## src/rtl/prtm_pkg.sv

```systemverilog
// ----------------------------------------------------------------------------
// prtm_pkg: shared types and constants of the periodic timer
// Command, rearm mode, register index and sequencer state codes, reset values.
// ----------------------------------------------------------------------------
`default_nettype none

package prtm_pkg;

    localparam int TIME_WIDTH_DEF = 48;
    localparam int CFG_WIDTH      = 32;
    localparam int PERIOD_WIDTH   = 32;
    localparam int COUNT_WIDTH    = 32;
    localparam int CFG_IDX_WIDTH  = 2;

    localparam logic [PERIOD_WIDTH-1:0] PERIOD_RESET = 32'd1000;
    localparam logic [COUNT_WIDTH-1:0]  COUNT_RESET  = 32'hFFFF_FFFF;

    typedef enum logic [1:0] {
        CMD_POLL  = 2'd0,
        CMD_START = 2'd1,
        CMD_STOP  = 2'd2
    } cmd_t;

    typedef enum logic [1:0] {
        MODE_STRICT = 2'd0,
        MODE_SKIP   = 2'd1,
        MODE_CONT   = 2'd2
    } mode_t;

    typedef enum logic [CFG_IDX_WIDTH-1:0] {
        REG_MODE   = 2'd0,
        REG_PERIOD = 2'd1,
        REG_COUNT  = 2'd2
    } reg_idx_t;

    typedef enum logic [2:0] {
        ST_IDLE,
        ST_CMP,
        ST_DIV,
        ST_SUBR,
        ST_ADD,
        ST_DONE
    } state_t;

endpackage

`default_nettype wire

```

## src/rtl/prtm_arith.sv

```systemverilog
// ----------------------------------------------------------------------------
// prtm_arith: shared add/subtract unit
// One AW-bit adder used for compares, remainder steps and deadline sums.
// The top bit of res is the carry of an add or the borrow of a subtract.
// ----------------------------------------------------------------------------
`default_nettype none

module prtm_arith #(
    parameter int AW = 49
) (
    input  wire logic [AW-1:0] a,
    input  wire logic [AW-1:0] b,
    input  wire logic          sub,
    output logic      [AW:0]   res
);
    logic [AW:0] ax;
    logic [AW:0] bx;

    assign ax  = {1'b0, a};
    assign bx  = {1'b0, b};
    assign res = sub ? (ax - bx) : (ax + bx);

endmodule

`default_nettype wire

```

## src/rtl/periodic_timer_rearm_modes.sv

```systemverilog
// ----------------------------------------------------------------------------
// periodic_timer_rearm_modes: periodic timer with repeat count
// Start / stop / poll commands with the current time; rearms in strict, skip
// or continue mode, counts events down and saturates deadlines.
//
//   channel   direction  handshake              word
//   in        sink       in_valid / in_stall    command, now_ms
//   out       source     out_valid / out_stall  ok, fired, next_deadline, running
//   cfg       sink       cfg_we                 cfg_index, cfg_data
//
// Stop and an unused command go from accept straight to DONE; start passes
// through ADD; an unfiring poll and a skip poll with nothing to step through
// CMP; a firing strict or continue poll through CMP and ADD. A firing skip
// poll passes through CMP, DIV, SUBR and ADD: the remainder of the elapsed
// time by the period comes from one shared adder, one bit a cycle.
// in_stall is high from accept until the result moves to the output register.
// A held output stalls only the final step; reset stops the timer.
// ----------------------------------------------------------------------------
`default_nettype none

module periodic_timer_rearm_modes
#(
    parameter int TIME_WIDTH = prtm_pkg::TIME_WIDTH_DEF
) (
    input  wire logic                               clk,
    input  wire logic                               rst_n,
    input  wire logic                               cfg_we,
    input  wire logic [prtm_pkg::CFG_IDX_WIDTH-1:0] cfg_index,
    input  wire logic [prtm_pkg::CFG_WIDTH-1:0]     cfg_data,
    input  wire logic                               in_valid,
    output logic                                    in_stall,
    input  wire logic [1:0]                         command,
    input  wire logic [TIME_WIDTH-1:0]              now_ms,
    output logic                                    out_valid,
    input  wire logic                               out_stall,
    output logic                                    ok,
    output logic                                    fired,
    output logic      [TIME_WIDTH-1:0]              next_deadline,
    output logic                                    running
);
    import prtm_pkg::*;

    localparam int AW   = ((TIME_WIDTH > PERIOD_WIDTH) ? TIME_WIDTH : PERIOD_WIDTH) + 1;
    localparam int CNTW = $clog2(TIME_WIDTH + 1);

    // configuration
    logic [1:0]              mode_reg;
    logic [PERIOD_WIDTH-1:0] period_cfg_reg;
    logic [COUNT_WIDTH-1:0]  count_cfg_reg;

    // timer state
    state_t                  state_reg, state_next;
    logic                    running_reg, running_next;
    logic [TIME_WIDTH-1:0]   deadline_reg, deadline_next;
    logic [PERIOD_WIDTH-1:0] period_reg, period_next;
    logic [COUNT_WIDTH-1:0]  remain_reg, remain_next;

    // per-word work registers
    cmd_t                    cmd_reg, cmd_next;
    logic [TIME_WIDTH-1:0]   now_reg, now_next;
    logic                    fire_reg, fire_next;
    logic                    base_dl_reg, base_dl_next;
    logic                    use_rem_reg, use_rem_next;
    logic [TIME_WIDTH-1:0]   dvd_reg, dvd_next;
    logic [AW-1:0]           rem_reg, rem_next;
    logic [CNTW-1:0]         cnt_reg, cnt_next;

    // output register
    logic                    out_valid_reg, out_valid_next;
    logic                    ok_reg, ok_next;
    logic                    fired_reg, fired_next;
    logic [TIME_WIDTH-1:0]   nd_reg, nd_next;
    logic                    run_out_reg, run_out_next;

    // shared unit
    logic [AW-1:0]           alu_a, alu_b;
    logic                    alu_sub;
    logic [AW:0]             alu_res;

    logic                    accept;
    logic                    out_free;
    logic                    borrow;
    logic                    fire_now;
    logic [TIME_WIDTH-1:0]   sat_sum;
    logic [TIME_WIDTH-1:0]   elapsed;
    logic [AW-1:0]           rem_shift;
    logic [AW-1:0]           now_x, dl_x, per_x;
    logic [COUNT_WIDTH-1:0]  remain_after;
    logic                    run_after;

    prtm_arith #(
        .AW (AW)
    ) u_arith (
        .a   (alu_a),
        .b   (alu_b),
        .sub (alu_sub),
        .res (alu_res)
    );

    assign accept    = in_valid && !in_stall;
    assign out_free  = !out_valid_reg || !out_stall;
    assign in_stall  = (state_reg != ST_IDLE);

    assign now_x     = {{(AW-TIME_WIDTH){1'b0}}, now_reg};
    assign dl_x      = {{(AW-TIME_WIDTH){1'b0}}, deadline_reg};
    assign per_x     = {{(AW-PERIOD_WIDTH){1'b0}}, period_reg};
    assign rem_shift = {rem_reg[AW-2:0], dvd_reg[TIME_WIDTH-1]};

    assign borrow    = alu_res[AW];
    assign elapsed   = alu_res[TIME_WIDTH-1:0];
    // clamp any sum that leaves the time range to all ones
    assign sat_sum   = (alu_res[AW:TIME_WIDTH] != '0) ? '1 : alu_res[TIME_WIDTH-1:0];
    assign fire_now  = (cmd_reg == CMD_POLL) && running_reg && !borrow;

    // event count: positive counts step down, negative ones hold
    assign remain_after = (fire_reg && (remain_reg != '0) && !remain_reg[COUNT_WIDTH-1])
                        ? remain_reg - COUNT_WIDTH'(1) : remain_reg;

    always_comb
    begin
        unique case (cmd_reg)
            CMD_START: run_after = 1'b1;
            CMD_STOP:  run_after = 1'b0;
            default:   run_after = fire_reg ? (remain_after != '0) : running_reg;
        endcase
    end

    // shared unit operands
    always_comb
    begin
        alu_a   = '0;
        alu_b   = '0;
        alu_sub = 1'b0;
        unique case (state_reg)
            ST_CMP:
            begin
                alu_a   = now_x;
                alu_b   = dl_x;
                alu_sub = 1'b1;
            end
            ST_DIV:
            begin
                alu_a   = rem_shift;
                alu_b   = per_x;
                alu_sub = 1'b1;
            end
            ST_SUBR:
            begin
                alu_a   = per_x;
                alu_b   = rem_reg;
                alu_sub = 1'b1;
            end
            ST_ADD:
            begin
                alu_a   = base_dl_reg ? dl_x : now_x;
                alu_b   = use_rem_reg ? rem_reg : per_x;
            end
            default:
            begin
                alu_a   = '0;
            end
        endcase
    end

    // next state
    always_comb
    begin
        state_next = state_reg;
        unique case (state_reg)
            ST_IDLE:
            begin
                if (accept)
                begin
                    unique case (command)
                        CMD_POLL:  state_next = ST_CMP;
                        CMD_START: state_next = ST_ADD;
                        default:   state_next = ST_DONE;
                    endcase
                end
            end
            ST_CMP:
            begin
                if (!fire_now)
                    state_next = ST_DONE;
                else
                begin
                    unique case (mode_reg)
                        MODE_SKIP:
                        begin
                            if ((period_reg == '0) || (elapsed == '0))
                                state_next = ST_DONE;
                            else
                                state_next = ST_DIV;
                        end
                        default: state_next = ST_ADD;
                    endcase
                end
            end
            ST_DIV:
            begin
                if (cnt_reg == CNTW'(1))
                    state_next = ST_SUBR;
            end
            ST_SUBR: state_next = ST_ADD;
            ST_ADD:  state_next = ST_DONE;
            ST_DONE:
            begin
                if (out_free)
                    state_next = ST_IDLE;
            end
            default: state_next = ST_IDLE;
        endcase
    end

    // datapath and outputs
    always_comb
    begin
        running_next   = running_reg;
        deadline_next  = deadline_reg;
        period_next    = period_reg;
        remain_next    = remain_reg;
        cmd_next       = cmd_reg;
        now_next       = now_reg;
        fire_next      = fire_reg;
        base_dl_next   = base_dl_reg;
        use_rem_next   = use_rem_reg;
        dvd_next       = dvd_reg;
        rem_next       = rem_reg;
        cnt_next       = cnt_reg;
        out_valid_next = out_valid_reg && out_stall;
        ok_next        = ok_reg;
        fired_next     = fired_reg;
        nd_next        = nd_reg;
        run_out_next   = run_out_reg;

        unique case (state_reg)
            ST_IDLE:
            begin
                if (accept)
                begin
                    cmd_next     = cmd_t'(command);
                    now_next     = now_ms;
                    fire_next    = 1'b0;
                    base_dl_next = 1'b0;
                    use_rem_next = 1'b0;
                    if (command == CMD_START)
                    begin
                        period_next = period_cfg_reg;
                        remain_next = count_cfg_reg;
                    end
                end
            end
            ST_CMP:
            begin
                fire_next    = fire_now;
                dvd_next     = elapsed;
                rem_next     = '0;
                cnt_next     = CNTW'(TIME_WIDTH);
                base_dl_next = (mode_reg != MODE_SKIP) && (mode_reg != MODE_CONT);
                use_rem_next = 1'b0;
            end
            ST_DIV:
            begin
                // restoring step: keep the difference unless it borrowed
                rem_next = borrow ? rem_shift : alu_res[AW-1:0];
                dvd_next = {dvd_reg[TIME_WIDTH-2:0], 1'b0};
                cnt_next = cnt_reg - CNTW'(1);
            end
            ST_SUBR:
            begin
                // distance to the next period boundary; zero when exactly on one
                if (rem_reg != '0)
                    rem_next = alu_res[AW-1:0];
                use_rem_next = 1'b1;
                base_dl_next = 1'b0;
            end
            ST_ADD:
            begin
                deadline_next = sat_sum;
            end
            ST_DONE:
            begin
                if (out_free)
                begin
                    running_next   = run_after;
                    if (cmd_reg == CMD_STOP)
                        remain_next = '0;
                    else
                        remain_next = remain_after;
                    out_valid_next = 1'b1;
                    unique case (cmd_reg)
                        CMD_START: ok_next = 1'b1;
                        CMD_STOP:  ok_next = running_reg;
                        default:   ok_next = fire_reg;
                    endcase
                    fired_next   = fire_reg;
                    nd_next      = run_after ? deadline_reg : '1;
                    run_out_next = run_after;
                end
            end
            default:
            begin
                fire_next = 1'b0;
            end
        endcase
    end

    // configuration writes
    always_ff @(posedge clk or negedge rst_n)
    begin
        if (!rst_n)
        begin
            mode_reg       <= MODE_STRICT;
            period_cfg_reg <= PERIOD_RESET;
            count_cfg_reg  <= COUNT_RESET;
        end
        else if (cfg_we)
        begin
            unique case (cfg_index)
                REG_MODE:   mode_reg       <= cfg_data[1:0];
                REG_PERIOD: period_cfg_reg <= cfg_data[PERIOD_WIDTH-1:0];
                REG_COUNT:  count_cfg_reg  <= cfg_data[COUNT_WIDTH-1:0];
                default:    mode_reg       <= mode_reg;
            endcase
        end
    end

    always_ff @(posedge clk or negedge rst_n)
    begin
        if (!rst_n)
        begin
            state_reg     <= ST_IDLE;
            running_reg   <= 1'b0;
            deadline_reg  <= '0;
            period_reg    <= '0;
            remain_reg    <= '0;
            out_valid_reg <= 1'b0;
        end
        else
        begin
            state_reg     <= state_next;
            running_reg   <= running_next;
            deadline_reg  <= deadline_next;
            period_reg    <= period_next;
            remain_reg    <= remain_next;
            out_valid_reg <= out_valid_next;
        end
    end

    always_ff @(posedge clk)
    begin
        cmd_reg     <= cmd_next;
        now_reg     <= now_next;
        fire_reg    <= fire_next;
        base_dl_reg <= base_dl_next;
        use_rem_reg <= use_rem_next;
        dvd_reg     <= dvd_next;
        rem_reg     <= rem_next;
        cnt_reg     <= cnt_next;
        ok_reg      <= ok_next;
        fired_reg   <= fired_next;
        nd_reg      <= nd_next;
        run_out_reg <= run_out_next;
    end

    assign out_valid     = out_valid_reg;
    assign ok            = ok_reg;
    assign fired         = fired_reg;
    assign next_deadline = nd_reg;
    assign running       = run_out_reg;

endmodule

`default_nettype wire

```

## config.mk

```make
export PLATFORM = sky130hd
export DESIGN_NAME = periodic_timer_rearm_modes
export DESIGN_NICKNAME = d
export VERILOG_FILES = /design/src/rtl/prtm_pkg.sv /design/src/rtl/prtm_arith.sv /design/src/rtl/periodic_timer_rearm_modes.sv
export SDC_FILE = /design/constraint.sdc
export NUM_CORES = 1
export LEC_CHECK = 0
export BUFFER_PORTS_ARGS = -buffer_cell sky130_fd_sc_hd__buf_2
export CELL_PAD_IN_SITES_DETAIL_PLACEMENT = 0
export CELL_PAD_IN_SITES_GLOBAL_PLACEMENT = 2
export CORE_ASPECT_RATIO = 1.75
export CORE_MARGIN = 2
export CORE_UTILIZATION = 30
export CTS_BUF_LIST = sky130_fd_sc_hd__clkbuf_16
export DETAILED_ROUTE_END_ITERATION = 12
export GPL_TIMING_DRIVEN = 0
export PLACE_DENSITY_LB_ADDON = 0.1
export SLEW_MARGIN = 20
export SYNTH_ARGS = -nofsm -noshare
export SYNTH_HDL_FRONTEND = slang
export SYNTH_SLANG_ARGS = --single-unit
```

## constraint.sdc

```tcl
create_clock -name clk -period 12.06 [get_ports clk]
set_input_delay 0 -clock clk [delete_from_list [all_inputs] [get_ports clk]]
set_output_delay 0 -clock clk [all_outputs]
set_load 0.005 [all_outputs]
```

Word level (Yosys, flattened, before mapping)

Index checks and enable logic that the tools add are counted.

Reductions and logical operators: 42
Equal/unequal tests: 19
Add/subtract/negate cells: 4
Bitwise gates (word level): 1
Muxes and demuxes: 35

Operator list:

| cell                    | number |
|---|---|
| $pmux W49 S4            | 2 |
| $mux W32                | 5 |
| $mux W49                | 3 |
| $pmux W49 S3            | 1 |
| $mux W48                | 2 |
| $pmux W48 S2            | 1 |
| $pmux W32 S2            | 1 |
| $reduce_bool A32 Y1     | 2 |
| $add A49 B49 Y50        | 1 |
| $mux W50                | 1 |
| $sub A49 B49 Y50        | 1 |
| $reduce_bool A49 Y1     | 1 |
| $logic_not A48 Y1       | 1 |
| $logic_not A32 Y1       | 1 |
| $sub A32 B1 Y32 const B | 1 |
| $mux W3                 | 6 |
| $pmux W3 S6             | 1 |
| $reduce_and A2 Y1       | 8 |
| $ne A2 B2 Y1 const B    | 6 |
| $pmux W6 S2             | 1 |
| $pmux W1 S3             | 3 |
| $reduce_bool A3 Y1      | 3 |
| $eq A2 B1 Y1 const B    | 4 |
| $logic_and A1 B1 Y1     | 7 |
| 20 further kinds        | 38 |

Bits in registers: 390
Input port bits: 89
Output and inout port bits: 53

Logic depth before layout (Yosys ltp)

Gate-level depths: netlist of run 1.

Depth in word-level cells: 10
Gate-level depth with buffers: 29
Mapped depth without buffers: 24

Cells and area by module

Synthesis of run 1 repeated with hierarchy kept, for this count alone.

Cells, all modules: 2341
Area, all modules: 22544.1 um2

Modules (own cells, without submodules):

| module                     | area an instance (um2) | seq. area each (um2) | cells each | instances |
|---|---|---|---|---|
| periodic_timer_rearm_modes | 18675.4                | 10842.9              | 1762       | 1 |
| prtm_arith                 | 3868.7                 | 0.0                  | 579        | 1 |

Worst setup path after synthesis of run 1

Ideal clock, no wire load.

Path type: register to register
From: register state_reg[1]
To: register state_reg[2]
Path buffers: 2
Setup slack: 5.493 ns
Data arrival time: 6.463 ns
Stages on the path, launching flop included: 25
Required time: 11.956 ns
Clock period less this slack: 6.567 ns
Library setup time: 0.104 ns
Cell sequence: dfrtp_1 > buf_2 > nor2b_1 > clkbuf_1 > a22o_1 > a222oi_1 > or3b_1 > or4_4 > nor2_1 > nand2_1 > or3_1 > o31ai_1 > xor2_1 > ha_1 > nand4_1 > nor3_1 > nand2_1 > a31oi_1 > nor4_1 > or2_2 > xnor2_1 > or4b_1 > nor4_1 > nor4_1 > a221oi_1

Cells in the longest elaborated chain, start to end: 10
Elaborated cells between the ends (all ways): 28
Classes of those cells: 2 x add/sub; 8 x eq/ne; 8 x mux; 10 x reduce/logical

Ends and longest elaborated chain:

| what                                             | line                                                                 | text |
|---|---|---|
| start: declaration                               | periodic_timer_rearm_modes.sv:52                                     | `state_t state_reg, state_next;` |
| start signal: assignment                         | periodic_timer_rearm_modes.sv:341                                    | `state_reg <= state_next;` |
| $eq A3 B3 Y1, or another cell as far along       | periodic_timer_rearm_modes.sv:134, periodic_timer_rearm_modes.sv:169 |  |
| $pmux W49 S4 or $reduce_or A3 Y1 (tied branches) | --                                                                   |  |
| $add A49 B49 Y50, or another cell as far along   | prtm_arith.sv:21                                                     | `assign res = sub ? (ax - bx) : (ax + bx);` |
| $mux W50                                         | prtm_arith.sv:21                                                     |  |
| $logic_not A48 Y1                                | periodic_timer_rearm_modes.sv:190                                    | `if ((period_reg == '0) \|\| (elapsed == '0))` |
| $logic_or A1 B1 Y1                               | periodic_timer_rearm_modes.sv:190                                    |  |
| $mux W3                                          | periodic_timer_rearm_modes.sv:190                                    |  |
| $mux W3                                          | periodic_timer_rearm_modes.sv:187                                    | `unique case (mode_reg)` |
| $mux W3                                          | periodic_timer_rearm_modes.sv:183                                    | `if (!fire_now)` |
| $pmux W3 S6                                      | periodic_timer_rearm_modes.sv:169                                    | `unique case (state_reg)` |

Several ways; a longest one is shown, not always the timed one.
A chain may end at the register's enable or synchronous reset.

Worst setup path after layout of run 1

From: register state_reg[2]
To: register state_reg[2]

The elaborated chain is that of the path after synthesis.

==> metrics.yaml, run 1 <==
hold_violations: 0
syn-num-nets: 2474
netlist.top_cell.by_area: "edfxtp_1"
syn-instance-count: 2325
insertion_delay_ps: 620
crit_arrival_ps: 11030
finalMaxSlewViolations: 0
drtIter0Drc: 1767
area_growth_pct: 20.4
setup_viol: 0
dr.pass1.iters: 10
hold_start: "now_ms[23]"
cts_resized: 0
post-route-drc-count: 0
cp_max_fo: 10
coreArea_um2: 76100
post_drt_wl_per_cell_um: 31.3
yosysWarnings: 0
die_w_um: 213
async_reset_ff_frac: 0.469
multi_input_area_um2: 11500
cts_tree: "built"
endpoint_kind: "register"
crit_type: "register to register"
num_vias: 20762
cts_buffers: 44
dpl.hpwl_mm: 91.9
final_nets: 2762
synth.most_common_cell: "nand2_1"
gp_congestion: 0.898
die_h_um: 371
synth_cell_types: 91
grt_max_degree: 83
ys_ff_latch: 390
synth-edff-count: 207
rsz0062_at_grt: "false"
grt_usage: 0.291
post-route-period-util: 0.873
crit_required_ps: 12560
drv_cap: 0
synth_area_leaders: "edfxtp_1 (27%), dfrtp_1 (16%), mux2_2 (5.5%)"
finClkSkew_ps: 25.6
row_count: 134
drive_above_1_share: 0.177
yosysTopAreaCellShare: 0.270
synth_commonest_cells: "nand2_1 (278), edfxtp_1 (207), o21ai_0 (176), nor2_1 (173), a21oi_1 (154)"
worstSetupStartpointType: "register"
postSynthAreaPerCell_um2: 9.90
viasPerCell: 5.66
run_status: "complete, no violations"
start_util: 0.303
cts_num_sinks: 390
grt_overflow: 0
period_minus_slack_ps: 10530
crit_path_start: "state_reg[2]"
h-tree-depth: 2
clockBufferDepth: 3
largest_reg_flops: 49
final_antenna_net_count: 0
routed_wl_mm: 115
max_freq_ghz: 0.0950
nFillCells: 7909
syn-cell-area_um2: 23000
die_area_um2: 79100
timing.rr.start: "state_reg[2]"
ff_latch_area_um2: 10800
cts.clk_slew.worst_paths_ps: 60
seq_area_frac_synth: 0.471
numPortBuffers: 141
post_cts.repair.setup_buffers: 0
hold_class: "primary input to register"
tightest_slew_ps: 1330
antenna_found_initial: 1
synthFlopType: "edfxtp_1"
cts_hold_buffers: 89
fin_setup_tns_ps: 0
io-pin-count: 142
grt_pass1_vias: 21276
cts-root-buf: "clkbuf_16"
grt_pass1_wl_mm: 160
slew_headroom: 0.111
==> cell families after synthesis <==
logic type / synth area share
buf+inv: 0.0331
compound gates: 0.195
fa+ha+maj: 0.0329
simple gates: 0.166
flops: 0.471
mux: 0.0666
xor+xnor: 0.0357
==> cell type report <==
| class | instances | area share |
|---|---|---|
| clock inverters | 37 | 0.0139 |
| clock buffers | 45 | 0.0406 |
| diodes | 1 | 0.0000902 |
| plain buffers | 139 | 0.0198 |
| multi-input cells | 1739 | 0.415 |
| inverters | 57 | 0.00790 |
| repair buffers | 242 | 0.0659 |
| well taps | 1020 | 0.0460 |
| flip-flops and latches | 390 | 0.391 |
==> cells in the final DEF (no fill, tap or decap), drive strengths merged, types with 62 or more instances in the layout <==
master	synthesis	layout
a21oi	155	155
buf	27	181
clkbuf	112	157
dfrtp	145	145
dlygate4sd3	0	88
edfxtp	207	207
inv	57	69
mux2	113	113
nand2	278	278
nor2	173	173
o21ai	180	180
or2	62	62
==> layer usage <==
layer | GRT usage | share of wire
met1 | 0.290 | 0.34
met2 | 0.553 | 0.54
met3 | 0.0313 | 0.041
met4 | 0.203 | 0.083
met5 | 0 | 0
==> worst max-delay path: stages, from the launching register on <==
cell,delay [ps]
dfrtp_1,410
clkbuf_1,350
clkbuf_1,590
a211oi_1,170
a21oi_1,430
ha_1,260
nand2_1,140
nor3_1,770
nand4_1,420
nand2b_1,290
or2_1,320
nor3_2,620
a31oi_1,250
xor2_1,230
ha_1,430
nand2_1,210
o21ai_1,670
nor2_1,280
a41oi_1,210
o21ai_0,470
xor2_1,660
o2111ai_1,280
or4b_1,580
nor4_1,830
nor4_1,170
a221oi_1,340
==> path summary, 6_finish.rpt <==
kind                                    end  slack [ps]  depth (start not counted)
min in group asynchronous       running_reg         490                          4
max reg2reg                    state_reg[2]        1530                         25
min reg2reg                  period_reg[30]         500                          1
max                            state_reg[2]        1530                         25
min                             now_reg[23]         100                          2
max in group asynchronous  deadline_reg[29]       11060                          4
==> stage by stage <==
stage	area (um2)	instances	setup slack, ps	utilization	hold WS (ps)
finish	27700	3670	1530	0.364	98.1
floorplan	23000	2325	5490	-	-296
CTS	27700	3669	1690	0.364	81.6
detailed placement	25300	3498	1730	0.333	-124
global placement	25000	3486	1190	0.329	177
global route	27700	3669	1210	0.364	95.4
Power of run 1 is not shown: default switching activity piles up to over one toggle a cycle in this logic, so the estimate is an artifact.
==> inputs of run 2 (changes only) <==
--- a/config.mk
+++ b/config.mk
@@ -5,7 +5,7 @@
 export SDC_FILE = /design/constraint.sdc
 export NUM_CORES = 1
 export LEC_CHECK = 0
-export BUFFER_PORTS_ARGS = -buffer_cell sky130_fd_sc_hd__buf_2
+export BUFFER_PORTS_ARGS = -buffer_cell sky130_fd_sc_hd__buf_4
 export CELL_PAD_IN_SITES_DETAIL_PLACEMENT = 0
 export CELL_PAD_IN_SITES_GLOBAL_PLACEMENT = 2
 export CORE_ASPECT_RATIO = 1.75
==> run 2 against run 1 <==
Effect of this change: clock skew is 1.4 ps lower; cell area is 0.75% higher; non-clock buffer count is 1 higher; critical path depth is 1 lower; flip-flop and latch count stayed put; die area stayed put; via count is 1.1% higher; worst hold slack better by 21 ps; utilization is 0.27 points higher; first-iteration DRC count is 7.6% higher; register-to-register slack better by 50 ps; clock-buffer cell count is 1 lower; highest routed layer unchanged.
==> metrics.yaml, run 2 (synthesis results as in run 1) <==
run_status: "complete, no violations"  # unchanged
antenna_found_initial: 2  # was 1
grt_pass1_vias: 21174  # was 21276
final_common_cell: "nand2_1"  # unchanged
timing.rr.start: "use_rem_reg"  # was state_reg[2]
routed_wl_mm: 115  # about the same
hold_violations: 0  # unchanged
n_antenna_cell: 0  # was 1
io-pin-count: 142  # unchanged
cts_num_sinks: 390  # unchanged
slew_headroom: 0.174  # was 0.111
setup_viol: 0  # unchanged
finalMaxSlewViolations: 0  # unchanged
whs_path_depth: 2  # unchanged
cts_tree: "built"  # unchanged
dpl.hpwl_mm: 92.0  # was 91.9 mm
die_h_um: 371  # unchanged
drt-met1-wl_mm: 38.5  # was 38.8 mm
crit_type: "register to register"  # unchanged
gp_congestion: 0.940  # was 0.898
row_count: 134  # unchanged
slowest_stage: "nor4_1"  # unchanged
grt_pass1_wl_mm: 160  # about the same
hold_class: "primary input to register"  # unchanged
top_layer: "met4"  # unchanged
rrSetupSlack_ps: 1580  # was 1530 ps
drtIter0Drc: 1901  # was 1767
slowest_delay_ps: 1020  # was 830 ps
holdWs_ps: 119  # was 98.1 ps
insertion_delay_ps: 600  # was 620 ps
tightest_slew_ps: 1230  # was 1330 ps
crit_arrival_ps: 10970  # was 11030 ps
cp_top_family: "simple AND/OR/NAND/NOR gates"  # unchanged
dr.pass1.iters: 7  # was 10
num_vias: 20989  # was 20762
numPortBuffers: 141  # unchanged
area_growth_pct: 21.3  # was 20.4%
largest_reg_flops: 49  # unchanged
finClkSkew_ps: 24.2  # was 25.6 ps
wl_met2_mm: 61.9  # unchanged
fin_setup_tns_ps: 0  # unchanged
holdPathEnd: "now_reg[43]"  # was now_reg[23]
start_util: 0.303  # unchanged
met3_length_mm: 5.11  # was 4.73 mm
rsz0062_at_grt: "false"  # unchanged
final_cell_mix: "nand2_1 (277), edfxtp_1 (207), o21ai_0 (174)"  # was nand2_1 (277), edfxtp_1 (207), o21ai_0 (175)
die_area_um2: 79100  # unchanged
period_minus_slack_ps: 10480  # was 10530 ps
path_cells: "buf_2 -> nor4bb_1 -> clkbuf_1 -> nor2_1 -> o211ai_1 -> nor3_1 -> nand4_1 -> nand2b_1 -> or2_1 -> nor3_2 -> a31oi_1 -> xor2_1 -> ha_1 -> nand2_1 -> o21ai_1 -> nor2_1 -> a41oi_1 -> o21ai_1 -> xor2_1 -> o2111ai_1 -> or4b_1 -> nor4_1 -> nor4_1 -> a221oi_1"
drive_above_1_share: 0.178  # was 0.177
crit_required_ps: 12550  # was 12560 ps
grt_max_degree: 82  # was 83
cts_resized: 0  # unchanged
h-tree-depth: 2  # unchanged
final_antenna_net_count: 0  # unchanged
cp_num_buf_inv: 2  # unchanged
post_drt_wl_per_cell_um: 31.5  # was 31.3 um
clockBufferDepth: 3  # unchanged
grt_usage: 0.290  # was 0.291
nFillCells: 7907  # was 7909
cp_max_fo: 10  # unchanged
coreArea_um2: 76100  # unchanged
endpoint_kind: "register"  # unchanged
cts-root-buf: "clkbuf_16"  # unchanged
r2r_cells: 24  # was 25
final_nets: 2762  # unchanged
max_freq_ghz: 0.0954  # was 0.0950 GHz
cts.clk_slew.worst_paths_ps: 60  # about the same
die_w_um: 213  # unchanged
rr_endpoint: "state_reg[2]"  # unchanged
cts_buffers: 43  # was 44
grt_overflow: 0  # unchanged
post-route-period-util: 0.869  # was 0.873
drv_cap: 0  # unchanged
post_cts.repair.setup_buffers: 0  # unchanged
post-route-drc-count: 0  # unchanged
viasPerCell: 5.73  # was 5.66
hold_start: "now_ms[43]"  # was now_ms[23]
worstSetupStartpointType: "register"  # unchanged
[run 2: cell types whose count changed in the layout (fill, tap and decap cells not counted), moves of 2 or more]
| cell | change |
|---|---|
| buf_4 | +140 |
| clkinv_1 | -3 |
| clkinv_2 | +4 |
| bufinv_16 | -5 |
| o21ai_1 | +2 |
| clkinv_4 | +2 |
| buf_2 | -139 |
[run 2: through the flow]
stage,cells,utilization,area (um2),worst slack [ps]
2_1_floorplan,2325,-,23000,5490
3_3_place_gp,3486,0.333,25400,1190
3_5_place_dp,3499,0.337,25700,1880
4_1_cts,3666,0.367,27900,1830
5_1_grt,3666,0.367,27900,1330
6_report,3666,0.367,27900,1580
[run 2: cell type report]
| type | count | area [um2] | share of cell area |
|---|---|---|---|
| inverters | 57 | 219 | 0.00784 |
| clock buffers | 44 | 1100 | 0.0394 |
| well taps | 1020 | 1280 | 0.0457 |
| multi-input cells | 1739 | 11500 | 0.412 |
| clock inverters | 34 | 248 | 0.00887 |
| repair buffers | 243 | 2180 | 0.0781 |
| flip-flops and latches | 390 | 10800 | 0.388 |
| plain buffers | 139 | 548 | 0.0196 |
[run 2: worst max path at each step]
stage	startpoint	to	slack (ps)	cells after the start
final	use_rem_reg	state_reg[2]	1580	24
after global routing	state_reg[1]	state_reg[2]	1330	24
after CTS	use_rem_reg	state_reg[2]	1830	24
after detailed placement	use_rem_reg	state_reg[2]	1880	24
after global placement	use_rem_reg	state_reg[2]	1190	24
after floorplan	state_reg[1]	state_reg[2]	5490	24
[run 2: what timing repair did]
item,in CTS,in global routing
hold endpoints to repair,302,0
setup endpoints to repair,0,0
hold buffers,89,0
[run 2: metal layers]
layer,vias up,GRT usage
met5,-,0
met4,0,0.209
met3,289,0.0298
met2,856,0.550
met1,10514,0.289
li1,9330,-
Power of run 2 is left out for the same reason.
